[config.mk]
export PLATFORM = sky130hd
export DESIGN_NAME = sequence_store_even_count_top
export DESIGN_NICKNAME = d
export VERILOG_FILES = /design/src/sv/ssec_pkg.sv /design/src/sv/ssec_ram.sv /design/src/sv/ssec_seq.sv /design/src/sv/sequence_store_even_count_top.sv
export SDC_FILE = /design/constraint.sdc
export NUM_CORES = 1
export LEC_CHECK = 0
export BUFFER_PORTS_ARGS = -buffer_cell sky130_fd_sc_hd__buf_2
export CORE_MARGIN = 5
export CORE_UTILIZATION = 45
export CTS_BUF_LIST = sky130_fd_sc_hd__clkbuf_4
export DETAILED_ROUTE_END_ITERATION = 12
export GPL_TIMING_DRIVEN = 0
export PLACE_DENSITY_LB_ADDON = 0.1
export SETUP_SLACK_MARGIN = 0.1
export SLEW_MARGIN = 20
export SYNTH_ARGS = -nofsm -noshare
export SYNTH_HDL_FRONTEND = slang
export SYNTH_SLANG_ARGS = --single-unit
[constraint.sdc]
create_clock -name clk -period 7.15 [get_ports clk]
set_input_delay 0.715 -clock clk [delete_from_list [all_inputs] [get_ports clk]]
set_output_delay 0.715 -clock clk [all_outputs]
set_load 0.1 [all_outputs]
[src/sv/ssec_pkg.sv]
// ----------------------------------------------------------------------------
// ssec_pkg: shared types and constants of the sequence store
// Beat types of both channels, request and status codes, sequencer states,
// and the ring index adder.
// ----------------------------------------------------------------------------
`default_nettype none

package ssec_pkg;

	localparam int CAPACITY = 16;
	localparam int IDX_W    = $clog2(CAPACITY);
	localparam int CNT_W    = $clog2(CAPACITY + 1);
	localparam int SUM_W    = IDX_W + 1;

	localparam int REQ_W  = 3;
	localparam int VAL_W  = 32;
	localparam int POS_W  = 5;
	localparam int LEN_W  = 5;
	localparam int STAT_W = 2;
	localparam int KW     = (POS_W > CNT_W) ? POS_W : CNT_W;

	localparam logic [CNT_W-1:0] CAP_CNT = CNT_W'(CAPACITY);
	localparam logic [SUM_W-1:0] CAP_SUM = SUM_W'(CAPACITY);

	typedef logic [IDX_W-1:0] idx_t;
	typedef logic [CNT_W-1:0] cnt_t;

	// request codes
	localparam logic [REQ_W-1:0] REQ_INS_BACK  = 3'd0;
	localparam logic [REQ_W-1:0] REQ_INS_FRONT = 3'd1;
	localparam logic [REQ_W-1:0] REQ_DEL_BACK  = 3'd2;
	localparam logic [REQ_W-1:0] REQ_DEL_FRONT = 3'd3;
	localparam logic [REQ_W-1:0] REQ_DEL_POS   = 3'd4;

	// status codes
	localparam logic [STAT_W-1:0] STAT_OK    = 2'd0;
	localparam logic [STAT_W-1:0] STAT_FULL  = 2'd1;
	localparam logic [STAT_W-1:0] STAT_EMPTY = 2'd2;

	typedef struct packed {
		logic [REQ_W-1:0]        req_type;
		logic signed [VAL_W-1:0] value;
		logic [POS_W-1:0]        position;
	} req_beat_t;

	typedef struct packed {
		logic [LEN_W-1:0]  length;
		logic [LEN_W-1:0]  even_count;
		logic [STAT_W-1:0] status;
	} rsp_beat_t;

	typedef struct packed {
		logic             we;
		idx_t             waddr;
		logic [VAL_W-1:0] wdata;
		logic             re;
		idx_t             raddr;
	} ram_cmd_t;

	typedef struct packed {
		logic idle;
		logic done;
	} seq_stat_t;

	typedef enum logic [2:0] {
		SEQ_IDLE,
		SEQ_DECODE,
		SEQ_CHECK,
		SEQ_SHIFT,
		SEQ_FINISH
	} seq_state_t;

	// (a + b) mod CAPACITY for a, b < CAPACITY
	function automatic idx_t ring_add(input idx_t a, input idx_t b);
		logic [SUM_W-1:0] sum;
		sum = {1'b0, a} + {1'b0, b};
		if (sum >= CAP_SUM)
			sum = sum - CAP_SUM;
		return sum[IDX_W-1:0];
	endfunction

	function automatic idx_t ring_inc(input idx_t a);
		return ring_add(a, IDX_W'(1));
	endfunction

endpackage

`default_nettype wire

[src/sv/ssec_ram.sv]
// ----------------------------------------------------------------------------
// ssec_ram: simple dual-port RAM
// One write port and one read port, registered read data.
// ----------------------------------------------------------------------------
`default_nettype none

module ssec_ram #(
	parameter int DEPTH = 16,
	parameter int WIDTH = 32
) (
	input  wire logic                     clk,
	input  wire logic                     we,
	input  wire logic [$clog2(DEPTH)-1:0] waddr,
	input  wire logic [WIDTH-1:0]         wdata,
	input  wire logic                     re,
	input  wire logic [$clog2(DEPTH)-1:0] raddr,
	output      logic [WIDTH-1:0]         rdata
);

	logic [WIDTH-1:0] mem [DEPTH];

	always_ff @(posedge clk) begin
		if (we)
			mem[waddr] <= wdata;
	end

	always_ff @(posedge clk) begin
		if (re)
			rdata <= mem[raddr];
	end

endmodule

`default_nettype wire

[src/sv/ssec_seq.sv]
// ----------------------------------------------------------------------------
// ssec_seq: request sequencer of the sequence store
// Holds head, length and even count, and steps the ring RAM one entry
// per cycle through the read and shift work of each request.
// ----------------------------------------------------------------------------
`default_nettype none

module ssec_seq
	import ssec_pkg::*;
(
	input  wire logic             clk,
	input  wire logic             arst_n,
	input  wire logic             start,
	input  wire req_beat_t        req,
	input  wire logic             out_free,
	input  wire logic [VAL_W-1:0] rdata,
	output      ram_cmd_t         ram_cmd,
	output      seq_stat_t        stat,
	output      rsp_beat_t        result
);

	seq_state_t        state_q, state_d;
	idx_t              head_q, head_d;
	cnt_t              count_q, count_d;
	cnt_t              even_q, even_d;
	logic [STAT_W-1:0] status_q, status_d;

	req_beat_t req_q, req_d;
	idx_t      slot_q, slot_d;
	idx_t      rd_slot_q, rd_slot_d;
	cnt_t      rem_q, rem_d;

	logic          is_ins, is_del, is_front;
	logic [KW-1:0] pos_k, last_k, k_sel;
	idx_t          offset, target;
	idx_t          next_slot;

	// operand selection for the ring adder
	always_comb begin
		is_ins   = (req_q.req_type == REQ_INS_BACK) || (req_q.req_type == REQ_INS_FRONT);
		is_del   = req_q.req_type inside {REQ_DEL_BACK, REQ_DEL_FRONT, REQ_DEL_POS};
		is_front = (req_q.req_type == REQ_DEL_FRONT);
		pos_k    = (req_q.position == '0) ? '0 : KW'(req_q.position - POS_W'(1));
		last_k   = KW'(count_q - CNT_W'(1));
		k_sel    = (pos_k > last_k) ? last_k : pos_k;
		case (req_q.req_type)
			REQ_INS_BACK:  offset = count_q[IDX_W-1:0];
			REQ_INS_FRONT: offset = IDX_W'(CAPACITY - 1);
			REQ_DEL_BACK:  offset = last_k[IDX_W-1:0];
			REQ_DEL_FRONT: offset = '0;
			REQ_DEL_POS:   offset = k_sel[IDX_W-1:0];
			default:       offset = '0;
		endcase
		target    = ring_add(head_q, offset);
		next_slot = ring_inc(slot_q);
	end

	always_comb begin
		state_d   = state_q;
		head_d    = head_q;
		count_d   = count_q;
		even_d    = even_q;
		status_d  = status_q;
		req_d     = req_q;
		slot_d    = slot_q;
		rd_slot_d = rd_slot_q;
		rem_d     = rem_q;
		ram_cmd       = '0;
		ram_cmd.wdata = req_q.value;
		stat.idle     = 1'b0;
		stat.done     = 1'b0;

		case (state_q)
			SEQ_IDLE: begin
				stat.idle = 1'b1;
				if (start) begin
					req_d    = req;
					status_d = STAT_OK;
					state_d  = SEQ_DECODE;
				end
			end
			SEQ_DECODE: begin
				state_d = SEQ_FINISH;
				if (is_ins) begin
					if (count_q == CAP_CNT) begin
						status_d = STAT_FULL;
					end else begin
						ram_cmd.we    = 1'b1;
						ram_cmd.waddr = target;
						count_d       = count_q + CNT_W'(1);
						even_d        = even_q + CNT_W'(!req_q.value[0]);
						if (req_q.req_type == REQ_INS_FRONT)
							head_d = target;
					end
				end else if (is_del) begin
					if (count_q == '0) begin
						status_d = STAT_EMPTY;
					end else begin
						ram_cmd.re    = 1'b1;
						ram_cmd.raddr = target;
						slot_d        = target;
						// only a position delete has followers to move
						rem_d         = (req_q.req_type == REQ_DEL_POS)
							? CNT_W'(last_k - k_sel) : '0;
						state_d       = SEQ_CHECK;
					end
				end
			end
			SEQ_CHECK: begin
				// rdata holds the entry being removed
				even_d  = even_q - CNT_W'(!rdata[0]);
				count_d = count_q - CNT_W'(1);
				if (count_q == CNT_W'(1))
					head_d = '0;
				else if (is_front)
					head_d = ring_inc(head_q);
				if (rem_q == '0) begin
					state_d = SEQ_FINISH;
				end else begin
					ram_cmd.re    = 1'b1;
					ram_cmd.raddr = next_slot;
					rd_slot_d     = ring_inc(next_slot);
					state_d       = SEQ_SHIFT;
				end
			end
			SEQ_SHIFT: begin
				// move the follower one place toward the front
				ram_cmd.we    = 1'b1;
				ram_cmd.waddr = slot_q;
				ram_cmd.wdata = rdata;
				slot_d        = next_slot;
				rem_d         = rem_q - CNT_W'(1);
				if (rem_q == CNT_W'(1)) begin
					state_d = SEQ_FINISH;
				end else begin
					ram_cmd.re    = 1'b1;
					ram_cmd.raddr = rd_slot_q;
					rd_slot_d     = ring_inc(rd_slot_q);
				end
			end
			SEQ_FINISH: begin
				if (out_free) begin
					stat.done = 1'b1;
					state_d   = SEQ_IDLE;
				end
			end
			default: begin
				state_d = SEQ_IDLE;
			end
		endcase
	end

	always_ff @(posedge clk or negedge arst_n) begin
		if (!arst_n) begin
			state_q  <= SEQ_IDLE;
			head_q   <= '0;
			count_q  <= '0;
			even_q   <= '0;
			status_q <= STAT_OK;
		end else begin
			state_q  <= state_d;
			head_q   <= head_d;
			count_q  <= count_d;
			even_q   <= even_d;
			status_q <= status_d;
		end
	end

	always_ff @(posedge clk) begin
		req_q     <= req_d;
		slot_q    <= slot_d;
		rd_slot_q <= rd_slot_d;
		rem_q     <= rem_d;
	end

	assign result.length     = LEN_W'(count_q);
	assign result.even_count = LEN_W'(even_q);
	assign result.status     = status_q;

`ifndef SYNTHESIS
	a_even_le_count: assert property (@(posedge clk) disable iff (!arst_n)
		even_q <= count_q)
		else $error("even count exceeds length");

	a_count_le_cap: assert property (@(posedge clk) disable iff (!arst_n)
		count_q <= CAP_CNT)
		else $error("length exceeds capacity");

	a_empty_head: assert property (@(posedge clk) disable iff (!arst_n)
		(count_q == '0) |-> (head_q == '0))
		else $error("empty store with nonzero head");

	a_shift_writes: assert property (@(posedge clk) disable iff (!arst_n)
		(state_q == SEQ_SHIFT) |-> (ram_cmd.we && rem_q != '0))
		else $error("shift step without pending move");

	a_done_idle: assert property (@(posedge clk) disable iff (!arst_n)
		stat.done |=> (state_q == SEQ_IDLE))
		else $error("sequencer not idle after result");
`endif

endmodule

`default_nettype wire

[src/sv/sequence_store_even_count_top.sv]
// ----------------------------------------------------------------------------
// sequence_store_even_count_top: bounded ring sequence with even count
// Insert back/front, delete back/front/at position on a ring of signed
// 32-bit entries; each request beat returns length, even count and status.
// ----------------------------------------------------------------------------
//  channel | dir | handshake           | payload
//  --------+-----+---------------------+-------------------------------------
//  req     | in  | req_valid/req_ready | req_type, value, position
//  rsp     | out | rsp_valid/rsp_ready | length, even_count, status
//
//  An insert, an unused code or a delete on an empty store steps from
//  decode to finish; delete back/front also passes the check step, and
//  delete at position then shifts each entry after the deleted one. The
//  position delete moves one entry per cycle through the ring RAM's single
//  write port.
//  Reset clears head, length and even count; the RAM is not cleared.
//  A result held in the rsp register lets the next request run; the
//  sequencer stalls in its last step only if that register is still full.
// ----------------------------------------------------------------------------
`default_nettype none

module sequence_store_even_count_top
	import ssec_pkg::*;
(
	input  wire logic      clk,
	input  wire logic      arst_n,
	input  wire logic      req_valid,
	output      logic      req_ready,
	input  wire req_beat_t req,
	output      logic      rsp_valid,
	input  wire logic      rsp_ready,
	output      rsp_beat_t rsp
);

	ram_cmd_t         ram_cmd;
	seq_stat_t        seq_stat;
	rsp_beat_t        seq_result;
	logic [VAL_W-1:0] ram_rdata;
	logic             start;
	logic             out_free;
	logic             rsp_valid_q;
	rsp_beat_t        rsp_q;

	// request beat taken only while the sequencer is idle
	assign req_ready = seq_stat.idle;
	assign start     = req_valid && req_ready;

	// result register frees up in the same cycle its beat is taken
	assign out_free = !rsp_valid_q || rsp_ready;

	ssec_seq u_seq (
		.clk      (clk),
		.arst_n   (arst_n),
		.start    (start),
		.req      (req),
		.out_free (out_free),
		.rdata    (ram_rdata),
		.ram_cmd  (ram_cmd),
		.stat     (seq_stat),
		.result   (seq_result)
	);

	ssec_ram #(
		.DEPTH (CAPACITY),
		.WIDTH (VAL_W)
	) u_ram (
		.clk   (clk),
		.we    (ram_cmd.we),
		.waddr (ram_cmd.waddr),
		.wdata (ram_cmd.wdata),
		.re    (ram_cmd.re),
		.raddr (ram_cmd.raddr),
		.rdata (ram_rdata)
	);

	always_ff @(posedge clk or negedge arst_n) begin
		if (!arst_n) begin
			rsp_valid_q <= 1'b0;
		end else if (seq_stat.done) begin
			rsp_valid_q <= 1'b1;
		end else if (rsp_ready) begin
			rsp_valid_q <= 1'b0;
		end
	end

	always_ff @(posedge clk) begin
		if (seq_stat.done)
			rsp_q <= seq_result;
	end

	assign rsp_valid = rsp_valid_q;
	assign rsp       = rsp_q;

endmodule

`default_nettype wire
==> results of run 1 <==
-- power breakdown --
group | total, µW | switching (µW) | leakage (µW) | internal, µW
sequential | 707 | 99.5 | 0.000716 | 608
combinational | 1410 | 895 | 0.00112 | 511
clock | 265 | 152 | 0.0000770 | 112
total | 2380 | 1150 | 0.00192 | 1230
-- area by class of cell --
type	count	area [µm²]	area share
flip-flops and latches	71	2032	0.4245
multi-input cells	310	2155	0.4501
clock buffers	10	75.07	0.01568
repair buffers	26	130.1	0.02718
well taps	129	161.4	0.03372
inverters	24	90.09	0.01882
clock inverters	6	68.82	0.01438
plain buffers	17	75.07	0.01568
-- cell usage in the layout (no fill, tap or decap), drive strengths merged, types with 11 or more instances in the layout --
cell type and n:
nor3 19, dfrtp 20, xor2 12, a21oi 15, inv 25, clkbuf 23, nand2 39, edfxtp 51
nor2 39, ha 24, buf 30, mux2i 20, xnor2 11, o21ai 29
-- metal layers --
layer / vias up / track usage
met5: - / 0
met4: 0 / 0.04328
met3: 9 / 0.04179
met1: 1605 / 0.2626
li1: 1637 / -
met2: 53 / 0.2824
-- cells in the mapped netlist, types with 4 or more instances --
| library cell | n |
|---|---|
| inv_1 | 24 |
| o22ai_1 | 4 |
| xnor2_1 | 11 |
| nor2_1 | 39 |
| clkbuf_1 | 13 |
| ha_1 | 24 |
| nand2b_1 | 4 |
| mux2i_1 | 20 |
| a211oi_1 | 4 |
| o21ai_0 | 28 |
| edfxtp_1 | 51 |
| or3_1 | 5 |
| nor3b_1 | 5 |
| nand3_1 | 4 |
| a21o_1 | 4 |
| dfrtp_1 | 20 |
| a21oi_1 | 15 |
| and3_1 | 4 |
| nand2_1 | 39 |
| nor3_1 | 19 |
| xor2_1 | 12 |
-- metrics by stage --
| stage | instance area, µm² | instances | total power [µW] | util |
|---|---|---|---|---|
| final | 4787 | 593 | 2377 | 0.5132 |
| after global routing | 4787 | 593 | 2587 | 0.5132 |
| after CTS | 4782 | 593 | 2390 | 0.5127 |
| after detailed placement | 4638 | 577 | 2120 | 0.4973 |
| after global placement | 4638 | 577 | 2091 | 0.4973 |
| after floorplan | 4347 | 422 | 1800 | - |
-- cells by family after synthesis --
| logic type | count (synthesis) | synth area share |
|---|---|---|
| buf+inv | 41 | 0.03800 |
| fa+ha+maj | 27 | 0.08290 |
| mux | 21 | 0.04865 |
| xor+xnor | 23 | 0.04634 |
| compound gates | 99 | 0.1586 |
| flops | 71 | 0.4675 |
| simple gates | 140 | 0.1580 |
-- sequential cells by signal (all words and copies together), names as in the netlist --
name and cells:
u_seq.slot_q 4, u_seq.rd_slot_q 4, u_seq.req_q 9, u_seq.status_q 2, u_seq.state_q 3, u_seq.head_q 4, rsp_valid 1, u_ram.mem 16
u_seq.rem_q 5, rsp 12, u_seq.even_q 5, u_seq.count_q 5, u_ram.rdata 1
-- worst paths after layout --
path | endpoint | slack [ps] | cells after the start
max | u_ram.mem[7][0] | 940 | 22
min | rsp_valid | 230 | 1
max reg2reg | u_ram.mem[7][0] | 940 | 22
min reg2reg | rsp[1] | 470 | 0
max in group asynchronous | u_seq.head_q[3] | 6580 | 1
min in group clk | u_seq.req_q[2] | 450 | 1
==> impl_metrics.py, run 1 <==
metrics = {
    "outcome": {
        "status": "finished clean",
    },
    "timing": {
        "tightestPinTransition_ps": 1075,
        "fin_ws_ps": 936.4,
        "finClkSkew_ps": 16.51,
        "rsz0062_at_grt": "no",
        "tns_ps": 0,
        "max_freq_mhz": 160.9,
        "whs_ps": 226.2,
        "hold_violations": 0,
        "period_share": 0.8690,
        "finalSetupViolations": 0,
        "fin_crit_ps": 6214,
        "slew-limit-headroom": 0.2834,
        "final-max-slew-violation-count": 0,
    },
    "synthesis": {
        "synth-edff-count": 51,
        "synth_area_leaders": "edfxtp_1, dfrtp_1, ha_1",
        "synth_area_um2": 4347,
        "async_flop_share": 0.2817,
        "synth-seq-cells": 71,
        "synth_top_cell_area_share": 0.3523,
        "ys.flop_type": "edfxtp_1",
        "yosysSeqAreaShare": 0.4675,
        "yosysUniqueCellTypes": 65,
        "ys_warn_count": 0,
        "syn-num-nets": 493,
        "synthCells": 422,
        "syn-mean-instance-area_um2": 10.30,
        "synth_top_area_cell": "edfxtp_1",
    },
    "clock_network": {
        "cts.reportedPaths.clkPinSlew_ps": 130,
        "clock_latency_ps": 430,
        "cts_hold_buffers": 0,
        "cts_resized": 0,
        "cts_sinks": 71,
        "cts_root_buf": "clkbuf_4",
        "cts_buffer_depth": 2,
        "post-cts-setup-buffers": 0,
        "htree_levels": 3,
        "cts_buffers": 9,
        "tritoncts": "built",
    },
    "job": {
        "max_cap_violations": 0,
    },
    "global_route": {
        "track_usage": 0.1830,
        "grt_pass1_wl_mm": 16.62,
        "overflow": 0,
        "grt_pass1_vias": 3252,
        "antenna_found_initial": 0,
        "grt_max_degree": 21,
    },
    "critical_path": {
        "r2r_start": "u_seq.count_q[0]",
        "required_ps": 7290,
        "path_buf_inv": 5,
        "path_class": "reg2reg",
        "arrival_ps": 6350,
        "cpLargestDelayFamily": "compound AO/OA/AOI/OAI gates",
        "cp_cell_sequence": "clkbuf_1, inv_1, ha_1, xor2_1, inv_1, ha_1, a21oi_1, a211o_1, a211o_1, a32oi_2, mux2_2, inv_1, o211ai_1, ha_1, a211oi_1, nor2_1, a2111oi_0, a211oi_2, a22o_1, and2_1, buf_2, nor3_1",
        "crit_path_end_kind": "register",
        "cp-startpoint": "u_seq.count_q[0]",
        "critPathLaunchType": "register",
        "cp_max_fo": 8,
        "cp_slowest_stage_delay_ps": 500,
        "crit_slowest_cell": "dfrtp_1",
    },
    "placement": {
        "place_congestion": 0.8822,
        "numPortBuffers": 26,
        "dp_slack_ps": 975.7,
        "dp_hpwl_mm": 7.315,
    },
    "floorplanning": {
        "die_area_um2": 11720,
        "start_util": 0.4660,
        "core-area_um2": 9328,
        "die_x_um": 108.3,
        "num_rows": 35,
        "num_io_pins": 58,
        "die-height_um": 108.3,
    },
    "detailed_routing": {
        "drtAntennaViolNets": 0,
        "wl_mm": 9.774,
        "via_per_inst": 5.572,
        "route.detailed.drc": 0,
        "wl_met1_mm": 4.863,
        "firstDrtPassIters": 4,
        "wl_met3_um": 367,
        "top_layer": "met4",
        "drt_iter0_drc": 239,
        "met2WireLength_mm": 4.437,
        "vias": 3304,
        "avgRoutedWirePerCell_um": 16.48,
    },
    "power": {
        "p_leak_uw": 0.001915,
        "peakVddDrop_mv": 0.3177,
        "power.density_nw_per_um2": 496.6,
    },
    "finish": {
        "syn_to_final_growth_pct": 10.13,
        "diodes": 0,
        "n_fill_cell": 903,
        "drive_above_1_share": 0.1272,
        "nets": 530,
    },
    "min_path": {
        "hp-class": "in2async",
    },
}
Note: power is estimated with default switching activity, not from simulation.
==> run 2, diff against run 1 <==
==> constraint.sdc (replaced) <==
create_clock -name clk -period 6.4 [get_ports clk]
set_input_delay 0.64 -clock clk [delete_from_list [all_inputs] [get_ports clk]]
set_output_delay 0.64 -clock clk [all_outputs]
set_load 0.1 [all_outputs]
==> run 2 against run 1 <==
Against the previous run:
- utilization grew 0.31 points
- setup slack lost 340 ps
- via count shrank 0.54%
- clock-buffer cell count is the same
- first-iteration DRC count shrank 2.1%
- total power grew 13%
- critical path depth is the same
- register-to-register slack lost 340 ps
==> impl_metrics.py, run 2 (synthesis results as in run 1) <==
metrics = {
    "outcome": {
        "status": "finished clean",
    },
    "finish": {
        "nets": 531,
        "syn_to_final_growth_pct": 10.79,
        "drive_above_1_share": 0.1333,
        "fin_area_um2": 4816,
        "regMostFlops": "u_ram.mem",
        "largest_reg_flops": 16,
        "fin_util": 0.5163,
        "fin_cells": 594,
        "final_common_cell": "edfxtp_1",
        "final_cell_mix": "edfxtp_1, nor2_1, nand2_1",
        "diodes": 0,
    },
    "min_path": {
        "hp-class": "in2async",
    },
    "detailed_routing": {
        "via_per_inst": 5.532,
        "firstDrtPassIters": 4,
        "drt_iter0_drc": 234,
        "avgRoutedWirePerCell_um": 16.45,
        "wl_mm": 9.770,
        "vias": 3286,
        "route.detailed.drc": 0,
        "drtAntennaViolNets": 0,
    },
    "global_route": {
        "antenna_found_initial": 0,
        "grt_max_degree": 21,
        "grt_pass1_wl_mm": 16.62,
        "track_usage": 0.1830,
        "grt_pass1_vias": 3252,
        "overflow": 0,
    },
    "timing": {
        "period_share": 0.9070,
        "fin_crit_ps": 5805,
        "finalSetupViolations": 0,
        "final-max-slew-violation-count": 0,
        "slew-limit-headroom": 0.2977,
        "rsz0062_at_grt": "no",
        "max_freq_mhz": 172.3,
        "hold_violations": 0,
        "finClkSkew_ps": 17.24,
        "tns_ps": 0,
        "tightestPinTransition_ps": 1053,
    },
    "power": {
        "sw_frac_of_total": 0.4805,
        "p_int_uw": 1394,
        "seqPwrFrac": 0.295,
        "p_leak_uw": 0.001925,
        "combPwrFrac": 0.596,
        "power.density_nw_per_um2": 557.0,
        "net-switching-power_uw": 1289,
        "peakVddDrop_mv": 0.3766,
        "pwr-share-clk": 0.110,
        "total_power_uw": 2682,
    },
    "critical_path": {
        "cpLargestDelayFamily": "compound AO/OA/AOI/OAI gates",
        "path_buf_inv": 5,
        "required_ps": 6540,
        "cp_slowest_stage_delay_ps": 490,
        "arrival_ps": 5940,
        "path_class": "reg2reg",
        "crit_path_end_kind": "register",
        "cp_cell_sequence": "clkbuf_2, inv_1, ha_1, xor2_2, inv_1, ha_1, a21oi_1, a211o_1, a211o_1, a32oi_4, mux2_2, inv_1, o211ai_1, ha_1, a211oi_1, nor2_1, a2111oi_1, a211oi_2, a22o_1, and2_1, buf_2, nor3_1",
        "crit_slowest_cell": "dfrtp_1",
        "cp_max_fo": 8,
        "critPathLaunchType": "register",
    },
    "placement": {
        "dpl_cell_area_um2": 4638,
        "numPortBuffers": 26,
        "dp_hpwl_mm": 7.315,
        "placed_cells": 577,
        "place_congestion": 0.8822,
    },
    "floorplanning": {
        "die_x_um": 108.3,
        "die-height_um": 108.3,
        "core-area_um2": 9328,
        "die_area_um2": 11720,
        "start_util": 0.4660,
        "num_io_pins": 58,
        "num_rows": 35,
    },
    "clock_network": {
        "cts_hold_buffers": 0,
        "clock_latency_ps": 430,
        "htree_levels": 3,
        "cts_buffer_depth": 2,
        "cts_root_buf": "clkbuf_4",
        "tritoncts": "built",
        "cts.reportedPaths.clkPinSlew_ps": 120,
        "cts_sinks": 71,
        "cts_buffers": 9,
    },
    "job": {
        "max_cap_violations": 0,
    },
}
[run 2: cell types whose count changed in the layout (fill, tap and decap cells not counted)]
cell       change
a32oi_2        -1
buf_4          +1
clkbuf_1       -1
a2111oi_1      +1
xor2_2         +1
xor2_1         -1
a32oi_4        +1
clkbuf_2       +1
a2111oi_0      -1
[run 2: routing by layer]
layer / part of all wire / track usage
met3: 0.048 / 0.04179
met1: 0.49 / 0.2626
met5: 0 / 0
met4: 0.010 / 0.04328
met2: 0.45 / 0.2824
[run 2: worst paths after layout]
path                              startpoint              end  slack [ps]  cells past startpoint
min reg2reg                u_seq.status_q[1]           rsp[1]         470                      0
max in group asynchronous             arst_n  u_seq.head_q[3]        5890                      1
max                         u_seq.count_q[0]  u_ram.mem[7][0]         600                     22
min in group clk                      req[4]   u_seq.req_q[4]         380                      1
max reg2reg                 u_seq.count_q[0]  u_ram.mem[7][0]         600                     22
min                                   arst_n        rsp_valid         160                      1
[run 2: final cells by class]
class                   count  area (µm²)
well taps                 129       161.4
fillers                   897        4512
plain buffers              17       76.32
multi-input cells         310        2175
repair buffers             27       137.6
clock inverters             6       68.82
inverters                  24       90.09
clock buffers              10       75.07
flip-flops and latches     71        2032
[run 2: power groups by stage]
stage                     combinational [µW]  sequential [µW]  clock (µW)
after CTS                               1580              788         304
after detailed placement                1570              798           0
after floorplan                         1100              913           0
after global routing                    1780              810         326
after global placement                  1540              794           0
final                                   1600              790         295
[run 2: worst register-to-register path: cells and delay by family (launching register included)]
kind | cells | cell delay [ps]
multiplexers | 1 | 400
AO/OA/AOI/OAI | 9 | 2270
AND/OR/NAND/NOR | 3 | 520
flip-flops | 1 | 490
adder cells (fa/ha/maj) | 3 | 880
XOR/XNOR | 1 | 260
buffers and inverters | 5 | 690
[run 2: metrics by stage]
step / hold WS (ps) / worst slack (ps)
finish: 161.0 / 595.5
global route: 156.6 / 127.0
CTS: 148.3 / 174.0
detailed placement: 447.0 / 225.7
global placement: 436.1 / 198.0
floorplan: 344.4 / 1088
[run 2: repair_timing]
| item | CTS | global route |
|---|---|---|
| endpoints found under the setup margin | 0 | 17 |
| buffers inserted | 0 | 1 |
| gates resized for setup | 0 | 5 |
